### config.mk
export PLATFORM = sky130hd
export DESIGN_NAME = pressure_unwrap_compensate
export DESIGN_NICKNAME = d
export VERILOG_FILES = /design/src/rtl/puc_pkg.sv /design/src/rtl/puc_ctrl.sv /design/src/rtl/puc_dpath.sv /design/src/rtl/pressure_unwrap_compensate.sv
export SDC_FILE = /design/constraint.sdc
export NUM_CORES = 1
export LEC_CHECK = 0
export BUFFER_PORTS_ARGS = -buffer_cell sky130_fd_sc_hd__buf_4
export CORE_MARGIN = 2
export CORE_UTILIZATION = 30
export DETAILED_ROUTE_END_ITERATION = 8
export GPL_TIMING_DRIVEN = 0
export SYNTH_ARGS = -nofsm -noshare
export SYNTH_HDL_FRONTEND = slang
export SYNTH_SLANG_ARGS = --single-unit
export TNS_END_PERCENT = 5
### constraint.sdc
create_clock -name clk -period 6.95 [get_ports clk]
set_clock_uncertainty 0.1 [all_clocks]
set_input_delay 1.39 -clock clk [delete_from_list [all_inputs] [get_ports clk]]
set_output_delay 1.39 -clock clk [all_outputs]
set_load 0.05 [all_outputs]
### src/rtl/puc_pkg.sv
package puc_pkg;

  // Field widths
  localparam int unsigned CoefW   = 16;
  localparam int unsigned RawW    = 10;
  localparam int unsigned UnwrapW = 11;
  localparam int unsigned OutW    = 20;
  localparam int unsigned ActW    = 2;
  localparam int unsigned IdxW    = 2;

  // Datapath widths
  localparam int unsigned MulAW   = 26;
  localparam int unsigned MulBW   = 12;
  localparam int unsigned ProdW   = MulAW + MulBW;
  localparam int unsigned AccW    = 40;
  localparam int unsigned FracSh  = 18;

  // Wrap span of the raw pressure counter
  localparam logic [RawW-1:0] WrapSpan = 10'd1023;

  // Action codes
  localparam logic [ActW-1:0] ACT_MEASURE   = 2'd0;
  localparam logic [ActW-1:0] ACT_CALIBRATE = 2'd1;
  localparam logic [ActW-1:0] ACT_LOAD_LAST = 2'd2;

  // Configuration register indexes
  localparam logic [IdxW-1:0] REG_A0  = 2'd0;
  localparam logic [IdxW-1:0] REG_B1  = 2'd1;
  localparam logic [IdxW-1:0] REG_B2  = 2'd2;
  localparam logic [IdxW-1:0] REG_C12 = 2'd3;

  // Controller to datapath commands, one step each
  typedef struct packed {
    logic accept;
    logic mul_ct;
    logic mul_bt;
    logic mul_kp;
    logic acc_kp;
    logic finish;
  } puc_cmd_t;

  // Datapath to controller status
  typedef struct packed {
    logic arith;
  } puc_stat_t;

endpackage

### src/rtl/puc_ctrl.sv
module puc_ctrl (
  input  logic              clk,
  input  logic              rst_n,
  input  logic              in_valid,
  output logic              in_stall,
  output logic              out_valid,
  input  logic              out_stall,
  input  puc_pkg::puc_stat_t stat,
  output puc_pkg::puc_cmd_t  cmd
);

  localparam logic [2:0] S_IDLE = 3'd0;
  localparam logic [2:0] S_CT   = 3'd1;
  localparam logic [2:0] S_BT   = 3'd2;
  localparam logic [2:0] S_KP   = 3'd3;
  localparam logic [2:0] S_ACC  = 3'd4;
  localparam logic [2:0] S_FIN  = 3'd5;

  logic [2:0] state_r, state_nxt;
  logic       out_valid_r, out_valid_nxt;
  logic       out_free;

  // Hold off the sender while busy and while in reset
  assign out_free  = !out_valid_r || !out_stall;
  assign in_stall  = (state_r != S_IDLE) || !rst_n;
  assign out_valid = out_valid_r;

  // Sequence one word through the shared multiplier
  always_comb begin
    state_nxt = state_r;
    cmd       = '0;
    case (state_r)
      S_IDLE: begin
        if (in_valid) begin
          cmd.accept = 1'b1;
          state_nxt  = stat.arith ? S_CT : S_FIN;
        end
      end
      S_CT: begin
        cmd.mul_ct = 1'b1;
        state_nxt  = S_BT;
      end
      S_BT: begin
        cmd.mul_bt = 1'b1;
        state_nxt  = S_KP;
      end
      S_KP: begin
        cmd.mul_kp = 1'b1;
        state_nxt  = S_ACC;
      end
      S_ACC: begin
        cmd.acc_kp = 1'b1;
        state_nxt  = S_FIN;
      end
      S_FIN: begin
        if (out_free) begin
          cmd.finish = 1'b1;
          state_nxt  = S_IDLE;
        end
      end
      default: state_nxt = S_IDLE;
    endcase
  end

  // Hold the result word until the receiver takes it
  always_comb begin
    out_valid_nxt = out_valid_r;
    if (out_valid_r && !out_stall) out_valid_nxt = 1'b0;
    if (cmd.finish) out_valid_nxt = 1'b1;
  end

  always_ff @(posedge clk) begin
    if (!rst_n) begin
      state_r     <= S_IDLE;
      out_valid_r <= 1'b0;
    end else begin
      state_r     <= state_nxt;
      out_valid_r <= out_valid_nxt;
    end
  end

  a_arith_starts: assert property (@(posedge clk) disable iff (!rst_n)
    (cmd.accept && stat.arith) |=> state_r == S_CT)
    else $error("arithmetic word did not start the multiply sequence");

  a_finish_free: assert property (@(posedge clk) disable iff (!rst_n)
    cmd.finish |-> !(out_valid_r && out_stall))
    else $error("result overwritten while receiver stalls");

  a_valid_from_fin: assert property (@(posedge clk) disable iff (!rst_n)
    $rose(out_valid_r) |-> $past(state_r) == S_FIN)
    else $error("result word raised outside finish step");

  a_kp_order: assert property (@(posedge clk) disable iff (!rst_n)
    state_r == S_KP |-> $past(state_r) == S_BT)
    else $error("multiply steps out of order");

endmodule

### src/rtl/puc_dpath.sv
module puc_dpath (
  input  logic                                clk,
  input  logic                                rst_n,
  input  puc_pkg::puc_cmd_t                   cmd,
  output puc_pkg::puc_stat_t                  stat,
  input  logic                                cfg_valid,
  input  logic [puc_pkg::IdxW-1:0]            cfg_index,
  input  logic [puc_pkg::CoefW-1:0]           cfg_wdata,
  input  logic [puc_pkg::ActW-1:0]            in_action,
  input  logic [puc_pkg::RawW-1:0]            in_raw_pressure,
  input  logic [puc_pkg::RawW-1:0]            in_raw_temperature,
  output logic signed [puc_pkg::OutW-1:0]     out_pressure_out,
  output logic                                out_offset_applied
);

  // Coefficients
  logic signed [puc_pkg::CoefW-1:0] a0_r, b1_r, b2_r, c12_r;

  // Item state
  logic signed [puc_pkg::UnwrapW-1:0] last_r;
  logic signed [puc_pkg::UnwrapW-1:0] p_r;
  logic [puc_pkg::RawW-1:0]           t_r;
  logic [puc_pkg::ActW-1:0]           act_r;
  logic                               off_valid_r;
  logic signed [puc_pkg::OutW-1:0]    zero_off_r;

  // Arithmetic registers
  logic signed [puc_pkg::ProdW-1:0]   prod_r;
  logic signed [puc_pkg::MulAW-1:0]   k_r;
  logic signed [puc_pkg::AccW-1:0]    acc_r;
  logic signed [puc_pkg::OutW-1:0]    res_r;
  logic                               applied_r;

  // Unwrap and multiplier signals
  logic signed [12:0]                 cand_hi, cand_lo, d_hi, d_lo, mag_hi, mag_lo;
  logic signed [puc_pkg::UnwrapW-1:0] p_unw;
  logic signed [puc_pkg::MulAW-1:0]   mul_a;
  logic signed [puc_pkg::MulBW-1:0]   mul_b;
  logic signed [puc_pkg::ProdW-1:0]   mul_p;
  logic signed [puc_pkg::MulAW-1:0]   c_ext;
  logic signed [puc_pkg::OutW-1:0]    value;

  assign stat.arith = (in_action == puc_pkg::ACT_MEASURE) ||
                      (in_action == puc_pkg::ACT_CALIBRATE);

  // Pick raw or raw minus span, whichever lies nearer the last value
  always_comb begin
    cand_hi = $signed({3'b000, in_raw_pressure});
    cand_lo = cand_hi - $signed({3'b000, puc_pkg::WrapSpan});
    d_hi    = {{2{last_r[puc_pkg::UnwrapW-1]}}, last_r} - cand_hi;
    d_lo    = {{2{last_r[puc_pkg::UnwrapW-1]}}, last_r} - cand_lo;
    mag_hi  = d_hi[12] ? -d_hi : d_hi;
    mag_lo  = d_lo[12] ? -d_lo : d_lo;
    p_unw   = (mag_hi < mag_lo) ? cand_hi[puc_pkg::UnwrapW-1:0]
                                : cand_lo[puc_pkg::UnwrapW-1:0];
  end

  // Shared multiplier operand select
  assign c_ext = {{12{c12_r[puc_pkg::CoefW-1]}}, c12_r[puc_pkg::CoefW-1:2]};

  always_comb begin
    mul_a = c_ext;
    mul_b = $signed({2'b00, t_r});
    if (cmd.mul_bt) begin
      mul_a = {{10{b2_r[puc_pkg::CoefW-1]}}, b2_r};
    end else if (cmd.mul_kp) begin
      mul_a = k_r;
      mul_b = {p_r[puc_pkg::UnwrapW-1], p_r};
    end
  end

  assign mul_p = mul_a * mul_b;
  assign value = acc_r[puc_pkg::FracSh +: puc_pkg::OutW];

  // Write coefficients
  always_ff @(posedge clk) begin
    if (!rst_n) begin
      a0_r  <= '0;
      b1_r  <= '0;
      b2_r  <= '0;
      c12_r <= '0;
    end else if (cfg_valid) begin
      case (cfg_index)
        puc_pkg::REG_A0:  a0_r  <= cfg_wdata;
        puc_pkg::REG_B1:  b1_r  <= cfg_wdata;
        puc_pkg::REG_B2:  b2_r  <= cfg_wdata;
        puc_pkg::REG_C12: c12_r <= cfg_wdata;
        default: ;
      endcase
    end
  end

  // Track last pressure and the zero offset
  always_ff @(posedge clk) begin
    if (!rst_n) begin
      last_r      <= '0;
      off_valid_r <= 1'b0;
      zero_off_r  <= '0;
    end else begin
      if (cmd.accept) begin
        if (stat.arith) begin
          last_r <= p_unw;
        end else if (in_action == puc_pkg::ACT_LOAD_LAST) begin
          last_r <= $signed({1'b0, in_raw_pressure});
        end
      end
      if (cmd.finish && act_r == puc_pkg::ACT_CALIBRATE) begin
        off_valid_r <= 1'b1;
        zero_off_r  <= value;
      end
    end
  end

  // Latch the word, then step the sum a0 + (b1 + c*T)*P + b2*T
  always_ff @(posedge clk) begin
    if (cmd.accept) begin
      p_r   <= p_unw;
      t_r   <= in_raw_temperature;
      act_r <= in_action;
    end
    if (cmd.mul_ct) begin
      prod_r <= mul_p;
      acc_r  <= {{5{a0_r[puc_pkg::CoefW-1]}}, a0_r, 19'b0};
    end
    if (cmd.mul_bt) begin
      prod_r <= mul_p;
      k_r    <= {b1_r[puc_pkg::CoefW-1], b1_r, 9'b0} + prod_r[puc_pkg::MulAW-1:0];
    end
    if (cmd.mul_kp) begin
      prod_r <= mul_p;
      acc_r  <= acc_r + {prod_r[31:0], 8'b0};
    end
    if (cmd.acc_kp) begin
      acc_r <= acc_r + {{(puc_pkg::AccW-puc_pkg::ProdW){prod_r[puc_pkg::ProdW-1]}}, prod_r};
    end
    if (cmd.finish) begin
      res_r     <= '0;
      applied_r <= 1'b0;
      if (act_r == puc_pkg::ACT_MEASURE) begin
        res_r     <= off_valid_r ? value - zero_off_r : value;
        applied_r <= off_valid_r;
      end else if (act_r == puc_pkg::ACT_CALIBRATE) begin
        res_r <= value;
      end
    end
  end

  assign out_pressure_out   = res_r;
  assign out_offset_applied = applied_r;

endmodule

### src/rtl/pressure_unwrap_compensate.sv
// Barometer pressure unwrap and temperature compensation.
//
// Input channel (in_valid / in_stall): one word carries an action, a raw
// 10-bit pressure and a raw 10-bit temperature. Measure and calibrate words
// unwrap the pressure against the last value, evaluate
// a0 + (b1 + c12*T)*P + b2*T on one shared multiplier and return the
// result in 1/16 count. Calibrate stores it as the zero offset; measure
// subtracts that offset once one is stored. Load-last and the unused code
// return a zero word.
// Output channel (out_valid / out_stall): one result word per input word,
// held in an output register until taken.
// Config channel (cfg_valid / cfg_ready, ready whenever out of reset): writes
// coefficients a0, b1, b2, c12 at indexes 0..3; write only while no word is
// in flight.
// Measure and calibrate words step through the multiply sequence CT, BT,
// KP, ACC, FIN; other words go straight to FIN. A new word is taken only
// once the block is back in idle after FIN.
// A stalled output word holds the block in its finish step.
// Reset (rst_n low, synchronous) clears coefficients, last pressure,
// the zero offset and all handshake state; no word is taken during reset.
module pressure_unwrap_compensate (
  input  logic                            clk,
  input  logic                            rst_n,
  input  logic                            in_valid,
  output logic                            in_stall,
  input  logic [puc_pkg::ActW-1:0]        in_action,
  input  logic [puc_pkg::RawW-1:0]        in_raw_pressure,
  input  logic [puc_pkg::RawW-1:0]        in_raw_temperature,
  output logic                            out_valid,
  input  logic                            out_stall,
  output logic signed [puc_pkg::OutW-1:0] out_pressure_out,
  output logic                            out_offset_applied,
  input  logic                            cfg_valid,
  output logic                            cfg_ready,
  input  logic [puc_pkg::IdxW-1:0]        cfg_index,
  input  logic [puc_pkg::CoefW-1:0]       cfg_wdata
);

  puc_pkg::puc_cmd_t  cmd;
  puc_pkg::puc_stat_t stat;

  assign cfg_ready = rst_n;

  puc_ctrl u_ctrl (
    .clk       (clk),
    .rst_n     (rst_n),
    .in_valid  (in_valid),
    .in_stall  (in_stall),
    .out_valid (out_valid),
    .out_stall (out_stall),
    .stat      (stat),
    .cmd       (cmd)
  );

  puc_dpath u_dpath (
    .clk                (clk),
    .rst_n              (rst_n),
    .cmd                (cmd),
    .stat               (stat),
    .cfg_valid          (cfg_valid),
    .cfg_index          (cfg_index),
    .cfg_wdata          (cfg_wdata),
    .in_action          (in_action),
    .in_raw_pressure    (in_raw_pressure),
    .in_raw_temperature (in_raw_temperature),
    .out_pressure_out   (out_pressure_out),
    .out_offset_applied (out_offset_applied)
  );

endmodule

==> flow_summary_export.csv, run 1 <==
group,metric,value,unit
worst_setup_path,critPathBufInv,7,
job,maxCapViolations,0,
worst_setup_path,cpMaxStageDelayCell,"fa_1",
finish,stdcell_count,4324,
yosys,synth_area_per_cell,8.86,um2
yosys,async_reset_ff_frac,0,
cts,clkSinkCount,244,
placement,finalWeightedCongestion,0.897,
yosys,synth_compound_area_frac,0.151,
finish,drive_above_1_share,0.113,
yosys,synthFlopType,"edfxtp_1",
yosys,synth_xor_area_frac,0.0544,
worst_setup_path,critical_path_required,7.17,ns
yosys,synth.area.mux_share,0.00957,
finish,final_core_util,0.351,
die,num_rows,109,
finish,final_area,30900,um2
yosys,ys_warn_count,0,
die,dieArea,90900,um2
yosys,synth_adder_area_share,0.316,
drt,drc,0,
drt,via_count,21100,
yosys,syn_nets,3539,
timing,relSlewSlack,0.346,
worst_setup_path,crit_family,"adder cells",
timing,slew_viol_final,0,
status,status,"finished clean",
cts,clkLatencyLatePin,0.57,ns
timing,setup_viol,0,
timing,final.min_clock_period,6.79,ns
die,die-height,301,um
drt,wire_per_inst,17.8,um
worst_setup_path,cp_num_cells,28,
global_route,grt_pass1_wl,120000,um
timing,finalHoldViolCount,0,
worst_setup_path,r2r_cells,28,
worst_setup_path,path_max_fanout,8,
drt,wl,76800,um
worst_setup_path,critPathLaunchType,"flip-flop",
yosys,synth-simple-area-share,0.154,
global_route,grt_start_max_net_pins,30,
min_path,hp-class,"flip-flop to flip-flop",
yosys,syn-instance-count,2994,
worst_setup_path,worstPathArrival,7.01,ns
global_route,grt_pass1_vias,21400,
worst_setup_path,crit_top_cell,"fa_1",
yosys,synth_edf_count,146,
yosys,netlist_area,26500,um2
yosys,synth_top_family_by_area,"adder cells",
global_route,antenna_found_initial,11,
power,total_power,10.2,mW
power,power_leakage,13.2,nW
placement,dp_cells,4227,
worst_setup_path,crit-reg2reg-launch,"u_ctrl.state_r[1]",
drt,detail-route-antenna-nets,0,
die,start_util,0.302,
worst_setup_path,cp-end-kind,"flip-flop",
cts,clkTransAtPathRegs,0.06,ns
min_path,worstHoldPathCells,2,
timing,worstMarginPinSlew,0.979,ns
cts,tritoncts,"done",
worst_setup_path,r2r_slack,0.16,ns
timing,fmax,0.147,GHz
finish,nets,3684,
global_route,overflow,0,
die,die_width,301,um
placement,portBuffers,64,
timing,grt_setup_unrepaired,"true",
cts,cts_root_buffer,"clkbuf_16",
worst_setup_path,startpoint,"u_ctrl.state_r[1]",
yosys,synth.distinct_cells,84,
power,power.density,330,nW/um2
die,core_area,88000,um2
cts,clock_path_buffers,3,
cts,numCtsBuffers,26,
worst_setup_path,max_stage_delay,0.55,ns
worst_setup_path,path_class,"flip-flop to flip-flop",
cts,htreeDepth,1,
min_path,hp-start,"u_dpath.zero_off_r[4]",
drt,viasPerCell,4.87,
finish,area_growth,16.3,%
die,ios,69,
timing,timing.final.crit_share,0.977,
min_path,min_to,"u_dpath.zero_off_r[4]",
placement,hpwl,61800,um
global_route,grt_use_total,0.169,
drt,drt_iter0_drc,1175,
drt,firstDrtPassIters,5,
yosys,ys_seq_area_frac,0.239,
worst_setup_path,timing.rr.end,"u_dpath.prod_r[36]",
placement,placed_cell_area,28600,um2
power,vdd_drop_max,0.179,mV
timing,whs,0.361,ns
yosys,ys_ff_latch,244,
## cells by family after synthesis
kind of cell | count (synthesis)
XOR/XNOR | 165
other | 2
adder cells (fa/ha/maj) | 500
AND/OR/NAND/NOR | 924
AO/OA/AOI/OAI | 603
buffers and inverters | 531
flip-flops | 244
multiplexers | 25
## report_power, final
group	internal (mW)	switching, mW
registers	1.96	0.324
logic	2.75	3.77
clock network	0.766	0.611
total	5.48	4.70
## synthesized netlist by cell type, types with 33 or more instances
| cell type | n | area share |
|---|---|---|
| o21ai_0 | 107 | 0.020 |
| xor2_1 | 50 | 0.016 |
| ha_1 | 216 | 0.10 |
| nor2_1 | 144 | 0.020 |
| and2_1 | 48 | 0.011 |
| a21oi_1 | 149 | 0.028 |
| a21boi_0 | 91 | 0.026 |
| edfxtp_1 | 146 | 0.17 |
| dfxtp_1 | 98 | 0.074 |
| a21o_1 | 58 | 0.016 |
| inv_1 | 410 | 0.058 |
| xnor2_1 | 115 | 0.038 |
| fa_1 | 284 | 0.21 |
| nand2_1 | 523 | 0.074 |
| o21a_1 | 33 | 0.0093 |
| nor2b_1 | 43 | 0.010 |
| clkbuf_1 | 113 | 0.016 |
## layout make-up
class                      count  area (um2)
inverter                     410        1540
clock buffer                  38         729
antenna                        1        2.50
multi-input combinational   2219       18800
fill                        8974       57100
clock inverter                 9        87.6
tap                         1165        1460
timing repair buffer         129        1080
sequential                   244        6360
buffer                       109         785
## flip-flops by register name (all words and copies together) (netlist names)
| register | cells |
|---|---|
| u_dpath.zero_off_r | 20 |
| u_dpath.act_r | 2 |
| u_dpath.off_valid_r | 1 |
| u_dpath.prod_r | 38 |
| u_ctrl.out_valid | 1 |
| u_dpath.acc_r | 38 |
| u_dpath.k_r | 26 |
| u_dpath.b1_r | 16 |
| u_dpath.t_r | 10 |
| u_dpath.last_r | 11 |
| u_dpath.a0_r | 16 |
| u_ctrl.state_r | 3 |
| u_dpath.c12_r | 14 |
| u_dpath.b2_r | 16 |
| u_dpath.p_r | 11 |
| u_dpath.out_pressure_out | 20 |
| u_dpath.out_offset_applied | 1 |
## how the worst max path moves through the flow
stage               slack [ns]            endpoint
CTS                     -0.003  u_dpath.prod_r[36]
floorplan                 0.02  u_dpath.prod_r[36]
global route             -0.08  u_dpath.prod_r[36]
finish                    0.16  u_dpath.prod_r[36]
global placement         -2.22  u_dpath.prod_r[36]
detailed placement       -2.23  u_dpath.prod_r[36]
## per-stage QoR
step / setup WS, ns / setup TNS [ns]
6_report: 0.159 / 0
4_1_cts: -0.00348 / -0.00348
3_5_place_dp: -2.23 / -39.31
2_1_floorplan: 0.0162 / 0
3_3_place_gp: -2.22 / -37.50
5_1_grt: -0.0838 / -0.309
## layer usage
metal / share of wire / vias to the layer above / GRT usage
met1: 0.45 / 10300 / 0.227
met2: 0.46 / 425 / 0.283
met3: 0.054 / 105 / 0.0259
li1: - / 10200 / -
met4: 0.028 / 18 / 0.0461
met5: 0.0016 / - / 0
## worst min-delay path: cells and delay by family, from the launching register on
kind	cells	cell delay, ns
flops	1	0.31
compound gates	1	0.06
simple gates	1	0.04
## layout by cell type, fill, tap and decap left out, types with 28 or more instances in the layout
master and n:
a21boi_0 90, nor2b_1 41, nor3_1 28, xnor2_1 114
nor2_1 135, o21ai_0 89, dfxtp_1 95, and2_1 47
buf_4 129, inv_1 406, edfxtp_1 146, fa_1 278
ha_1 204, a21o_1 58, nand2_1 506, clkbuf_16 28
xor2_1 50, a21oi_1 139, nand3_1 29, clkbuf_1 62
## what timing repair did
| action | CTS | global route |
|---|---|---|
| endpoints found under the setup margin | 30 | 10 |
| buffers inserted | 24 | 36 |
| hold buffers | 0 | 0 |
| gates cloned | 1 | 0 |
| resized for setup | 180 | 149 |
| pin swaps | 10 | 55 |
(Power assumes the default switching activity.)
==> run 2: changes to the inputs <==
- PLACE_DENSITY: not set -> 0.42
- SKIP_LAST_GASP: not set -> 1
==> flow_summary_export.csv, run 2 (same netlist as run 1, synthesis figures left out) <==
group,metric,value,unit
finish,area_growth,19.8,%
placement,hpwl,70000,um
drt,drt_iter0_drc,1186,
timing,whs,0.363,ns
drt,viasPerCell,4.90,
power,vdd_drop_max,0.175,mV
worst_setup_path,critPathLaunchType,"flip-flop",
worst_setup_path,path_class,"flip-flop to flip-flop",
cts,htreeDepth,1,
cts,clock_path_buffers,3,
timing,worstMarginPinSlew,1.12,ns
finish,nets,3724,
die,num_rows,109,
drt,detail-route-antenna-nets,0,
worst_setup_path,r2r_slack,0.16,ns
worst_setup_path,path_max_fanout,6,
global_route,overflow,0,
cts,tritoncts,"done",
finish,drive_above_1_share,0.136,
timing,setup_viol,0,
finish,layout_commonest_cell,"nand2_1",
timing,relSlewSlack,0.255,
min_path,hp-class,"flip-flop to flip-flop",
job,maxCapViolations,0,
timing,finalHoldViolCount,0,
power,power_leakage,13.5,nW
placement,portBuffers,64,
drt,drc,0,
power,power.density,342,nW/um2
die,die_width,301,um
timing,timing.final.crit_share,0.977,
global_route,grt_start_max_net_pins,30,
die,die-height,301,um
timing,slew_viol_final,0,
worst_setup_path,critical_path_required,7.16,ns
global_route,grt_use_total,0.189,
timing,fmax,0.147,GHz
timing,final.min_clock_period,6.79,ns
global_route,grt_pass1_vias,21800,
cts,clkTransAtPathRegs,0.06,ns
cts,clkSinkCount,244,
cts,holdBufCountCts,0,
die,start_util,0.302,
finish,largestRegisters,"u_dpath.acc_r: 38 flops, u_dpath.prod_r: 38 flops, u_dpath.k_r: 26 flops",
finish,final_cell_mix,"504 x nand2_1, 397 x inv_1, 278 x fa_1, 196 x ha_1, 147 x buf_4",
die,dieArea,90900,um2
global_route,grt_pass1_wl,132000,um
timing,tns,0,ns
drt,wire_per_inst,20.0,um
worst_setup_path,worstPathArrival,7.01,ns
die,ios,69,
global_route,antenna_found_initial,1,
cts,clkLatencyLatePin,0.57,ns
status,status,"finished clean",
timing,grt_setup_unrepaired,"true",
cts,numCtsBuffers,28,
drt,firstDrtPassIters,8,
die,core_area,88000,um2
cts,cts_root_buffer,"clkbuf_16",
worst_setup_path,cp-end-kind,"flip-flop",
drt,via_count,21400,
drt,wl,87300,um
placement,finalWeightedCongestion,0.867,
## run 2: through the flow
stage	setup WS [ns]	std cells	instance area [um2]	util	total power, mW
floorplan	0.0162	2994	26500	-	6.79
global placement	-2.46	4223	28500	0.324	8.47
detailed placement	-2.45	4226	28600	0.325	8.57
CTS	-0.0629	4299	30500	0.346	10.3
global route	-0.0580	4365	31800	0.361	11.8
finish	0.158	4366	31800	0.361	10.9
## run 2: metal layers
| metal | vias up | track usage | share of wire |
|---|---|---|---|
| met5 | - | 0 | 0 |
| met4 | 0 | 0.0398 | 0.019 |
| met3 | 82 | 0.0172 | 0.041 |
| met2 | 456 | 0.308 | 0.45 |
| met1 | 10600 | 0.273 | 0.49 |
| li1 | 10200 | - | - |
## run 2: area by class of cell
class                           count  area [um2]
Buffer                            109         910
Multi-Input combinational cell   2220       19100
Tap cell                         1165        1460
Fill cell                        9011       56200
Sequential cell                   244        6360
Inverter                          410        1540
Timing Repair Buffer              166        1500
Antenna cell                        1        2.50
Clock buffer                       43         850
Clock inverter                      8        63.8
## run 2: worst paths after layout
path,from,to,depth (start not counted)
min,u_dpath.zero_off_r[6],u_dpath.zero_off_r[6],2
max,u_ctrl.state_r[1],u_dpath.prod_r[36],27
max reg2reg,u_ctrl.state_r[1],u_dpath.prod_r[36],27
min reg2reg,u_dpath.zero_off_r[6],u_dpath.zero_off_r[6],2
## run 2: what timing repair did
action | 4_1_cts | 5_1_grt
cloned | 0 | 6
gates resized for setup | 214 | 209
buffers inserted | 33 | 61
endpoints found under the setup margin | 30 | 13
pin swaps | 15 | 123
endpoints found under the hold margin | 0 | 0
## run 2: worst max-delay path: stages (launching register included)
cell,delay (ns)
dfxtp_4,0.39
nor2b_4,0.32
nand2_8,0.13
clkbuf_16,0.19
buf_6,0.13
buf_6,0.13
o21a_4,0.25
buf_4,0.15
nand2_1,0.07
fa_1,0.45
fa_1,0.53
inv_1,0.06
fa_1,0.49
fa_1,0.49
inv_1,0.05
fa_1,0.47
inv_1,0.04
ha_2,0.31
and4_4,0.22
and3_4,0.18
nor2b_4,0.13
a2111oi_4,0.18
buf_4,0.20
a31oi_4,0.09
a311oi_2,0.36
nand2_1,0.13
a31oi_2,0.19
xnor2_1,0.08
## run 2: power breakdown
part           total, mW  internal [mW]  switching, mW
Clock               1.50          0.872          0.628
Combinational       7.05           3.02           4.03
Sequential          2.32           1.96          0.357
==> run 3: changes to the inputs <==
--- a/config.mk
+++ b/config.mk
@@ -8,3 +8,2 @@
 export BUFFER_PORTS_ARGS = -buffer_cell sky130_fd_sc_hd__buf_4
-export CORE_MARGIN = 2
 export CORE_UTILIZATION = 30
==> constraint.sdc (replaced) <==
create_clock -name clk -period 6.95 [get_ports clk]
set_clock_uncertainty 0.1 [all_clocks]
set_input_delay 0.3475 -clock clk [delete_from_list [all_inputs] [get_ports clk]]
set_output_delay 0.3475 -clock clk [all_outputs]
set_load 0.05 [all_outputs]
==> flow_summary_export.csv, run 3 (same netlist as run 1, synthesis figures left out) <==
group,metric,value,unit
global_route,grt_pass1_vias,22100,
worst_setup_path,path_class,"flip-flop to flip-flop",
finish,nets,3728,
die,core_area,87200,um2
cts,numCtsBuffers,27,
drt,wire_per_inst,19.7,um
die,start_util,0.305,
power,switchingPower,4.97,mW
worst_setup_path,critical_path_required,7.15,ns
power,power.density,339,nW/um2
timing,timing.final.crit_share,0.978,
timing,setup_ws,0.151,ns
worst_setup_path,worstPathArrival,7.00,ns
worst_setup_path,crit_family,"adder cells",
timing,slew_viol_final,0,
cts,clkLatencyLatePin,0.57,ns
global_route,overflow,0,
timing,setup_viol,0,
finish,final_area,31600,um2
drt,via_count,21300,
worst_setup_path,max_stage_delay,0.55,ns
cts,tritoncts,"done",
power,switching_share,0.465,
placement,finalWeightedCongestion,0.847,
timing,worstMarginPinSlew,0.987,ns
status,status,"finished clean",
worst_setup_path,critPathLaunchType,"flip-flop",
drt,drc,0,
drt,viasPerCell,4.88,
drt,drt_iter0_drc,1210,
placement,placed_cell_area,28600,um2
timing,grt_setup_unrepaired,"true",
worst_setup_path,path_max_fanout,7,
placement,portBuffers,64,
finish,seq_area,6360,um2
drt,wl,85700,um
worst_setup_path,crit_top_cell,"fa_2",
cts,cts_root_buffer,"clkbuf_16",
timing,final.min_clock_period,6.80,ns
timing,relSlewSlack,0.341,
power,p_int,5.73,mW
power,p_seq_frac,0.216,
finish,area_growth,19.1,%
worst_setup_path,cp-end-kind,"flip-flop",
drt,firstDrtPassIters,6,
finish,fillers,8912,
worst_setup_path,critPathBufInv,6,
global_route,grt_start_max_net_pins,31,
power,power_frac_comb,0.639,
global_route,grt_pass1_wl,131000,um
worst_setup_path,r2r_slack,0.15,ns
cts,htreeDepth,1,
min_path,hp-class,"input pin to flip-flop",
die,dieArea,89700,um2
cts,clock_path_buffers,3,
placement,hpwl,69700,um
global_route,grt_use_total,0.191,
power,clkPwrFrac,0.146,
drt,detail-route-antenna-nets,0,
cts,clkSinkCount,244,
timing,finalHoldViolCount,0,
power,power_leakage,13.5,nW
worst_setup_path,cpMaxStageDelayCell,"fa_2",
die,ios,69,
finish,final_cell_mix,"506 x nand2_1, 408 x inv_1, 276 x fa_1, 203 x ha_1, 146 x edfxtp_1",
finish,multiInputGateArea,18900,um2
die,die_width,299,um
finish,drive_above_1_share,0.120,
timing,fmax,0.147,GHz
timing,whs,0.0244,ns
finish,largestRegisters,"u_dpath.acc_r: 38 flops, u_dpath.prod_r: 38 flops, u_dpath.k_r: 26 flops",
die,num_rows,108,
die,die-height,299,um
job,maxCapViolations,0,
finish,layout_commonest_cell,"nand2_1",
placement,dpl_worst_slack,-2.30,ns
cts,clkTransAtPathRegs,0.07,ns
power,vdd_drop_max,0.186,mV
global_route,antenna_found_initial,5,
-- run 3: cell count changes in the layout (fill, tap and decap cells not counted), sizes merged --
cell,delta
dlygate4sd3,+22
buf,-16
clkbuf,-10
bufinv,+4
inv,+3
clkinv,+1
clkinvlp,+1
o21a,-1
-- run 3: power by group through the flow --
| stage | Combinational [mW] | Clock, mW | Sequential (mW) |
|---|---|---|---|
| 5_1_grt | 7.67 | 1.65 | 2.33 |
| 2_1_floorplan | 4.68 | 0 | 2.11 |
| 3_5_place_dp | 6.26 | 0 | 2.33 |
| 6_report | 6.84 | 1.56 | 2.31 |
| 4_1_cts | 6.58 | 1.60 | 2.31 |
| 3_3_place_gp | 6.17 | 0 | 2.34 |
-- run 3: worst paths after layout --
check,start,end,depth (start not counted)
hold reg to reg,u_dpath.zero_off_r[11],u_dpath.zero_off_r[11],2
hold / removal,cfg_wdata[14],u_dpath.c12_r[14],3
setup reg to reg,u_ctrl.state_r[1],u_dpath.prod_r[37],26
setup / recovery,u_ctrl.state_r[1],u_dpath.prod_r[37],26
-- run 3: area by class of cell --
cell class	instances	area share
clock inverters	17	0.00701
inverters	410	0.0487
well taps	1155	0.0457
diodes	1	0.0000792
flip-flops and latches	244	0.201
repair buffers	173	0.0489
clock buffers	33	0.0227
plain buffers	108	0.0279
multi-input cells	2219	0.598
-- run 3: routing by layer --
metal | up-vias | routed length (um) | part of all wire | GRT usage
li1 | 10300 | - | - | -
met4 | 0 | 2100 | 0.024 | 0.0426
met1 | 10500 | 41700 | 0.49 | 0.273
met2 | 422 | 38400 | 0.45 | 0.310
met3 | 72 | 3540 | 0.041 | 0.0185
met5 | - | 0 | 0 | 0
-- run 3: through the flow --
stage,power [mW],util,cells,TNS [ns]
final,10.7,0.363,4360,0
after global routing,11.6,0.363,4359,-0.156
after CTS,10.5,0.355,4324,-0.00296
after detailed placement,8.59,0.328,4216,-41.83
after global placement,8.51,0.327,4213,-40.89
after floorplan,6.79,-,2994,0
-- run 3: tightest hold or removal path: stages --
cell      delay [ns]
buf_4           0.16
nand2_1         0.06
a21boi_0        0.07
-- run 3: timing repair --
item,CTS,global route
resized for setup,227,119
endpoints found under the setup margin,30,10
setup buffers,46,34
endpoints found under the hold margin,36,0
pin swaps,24,46
gates cloned,1,3
hold buffers,22,0
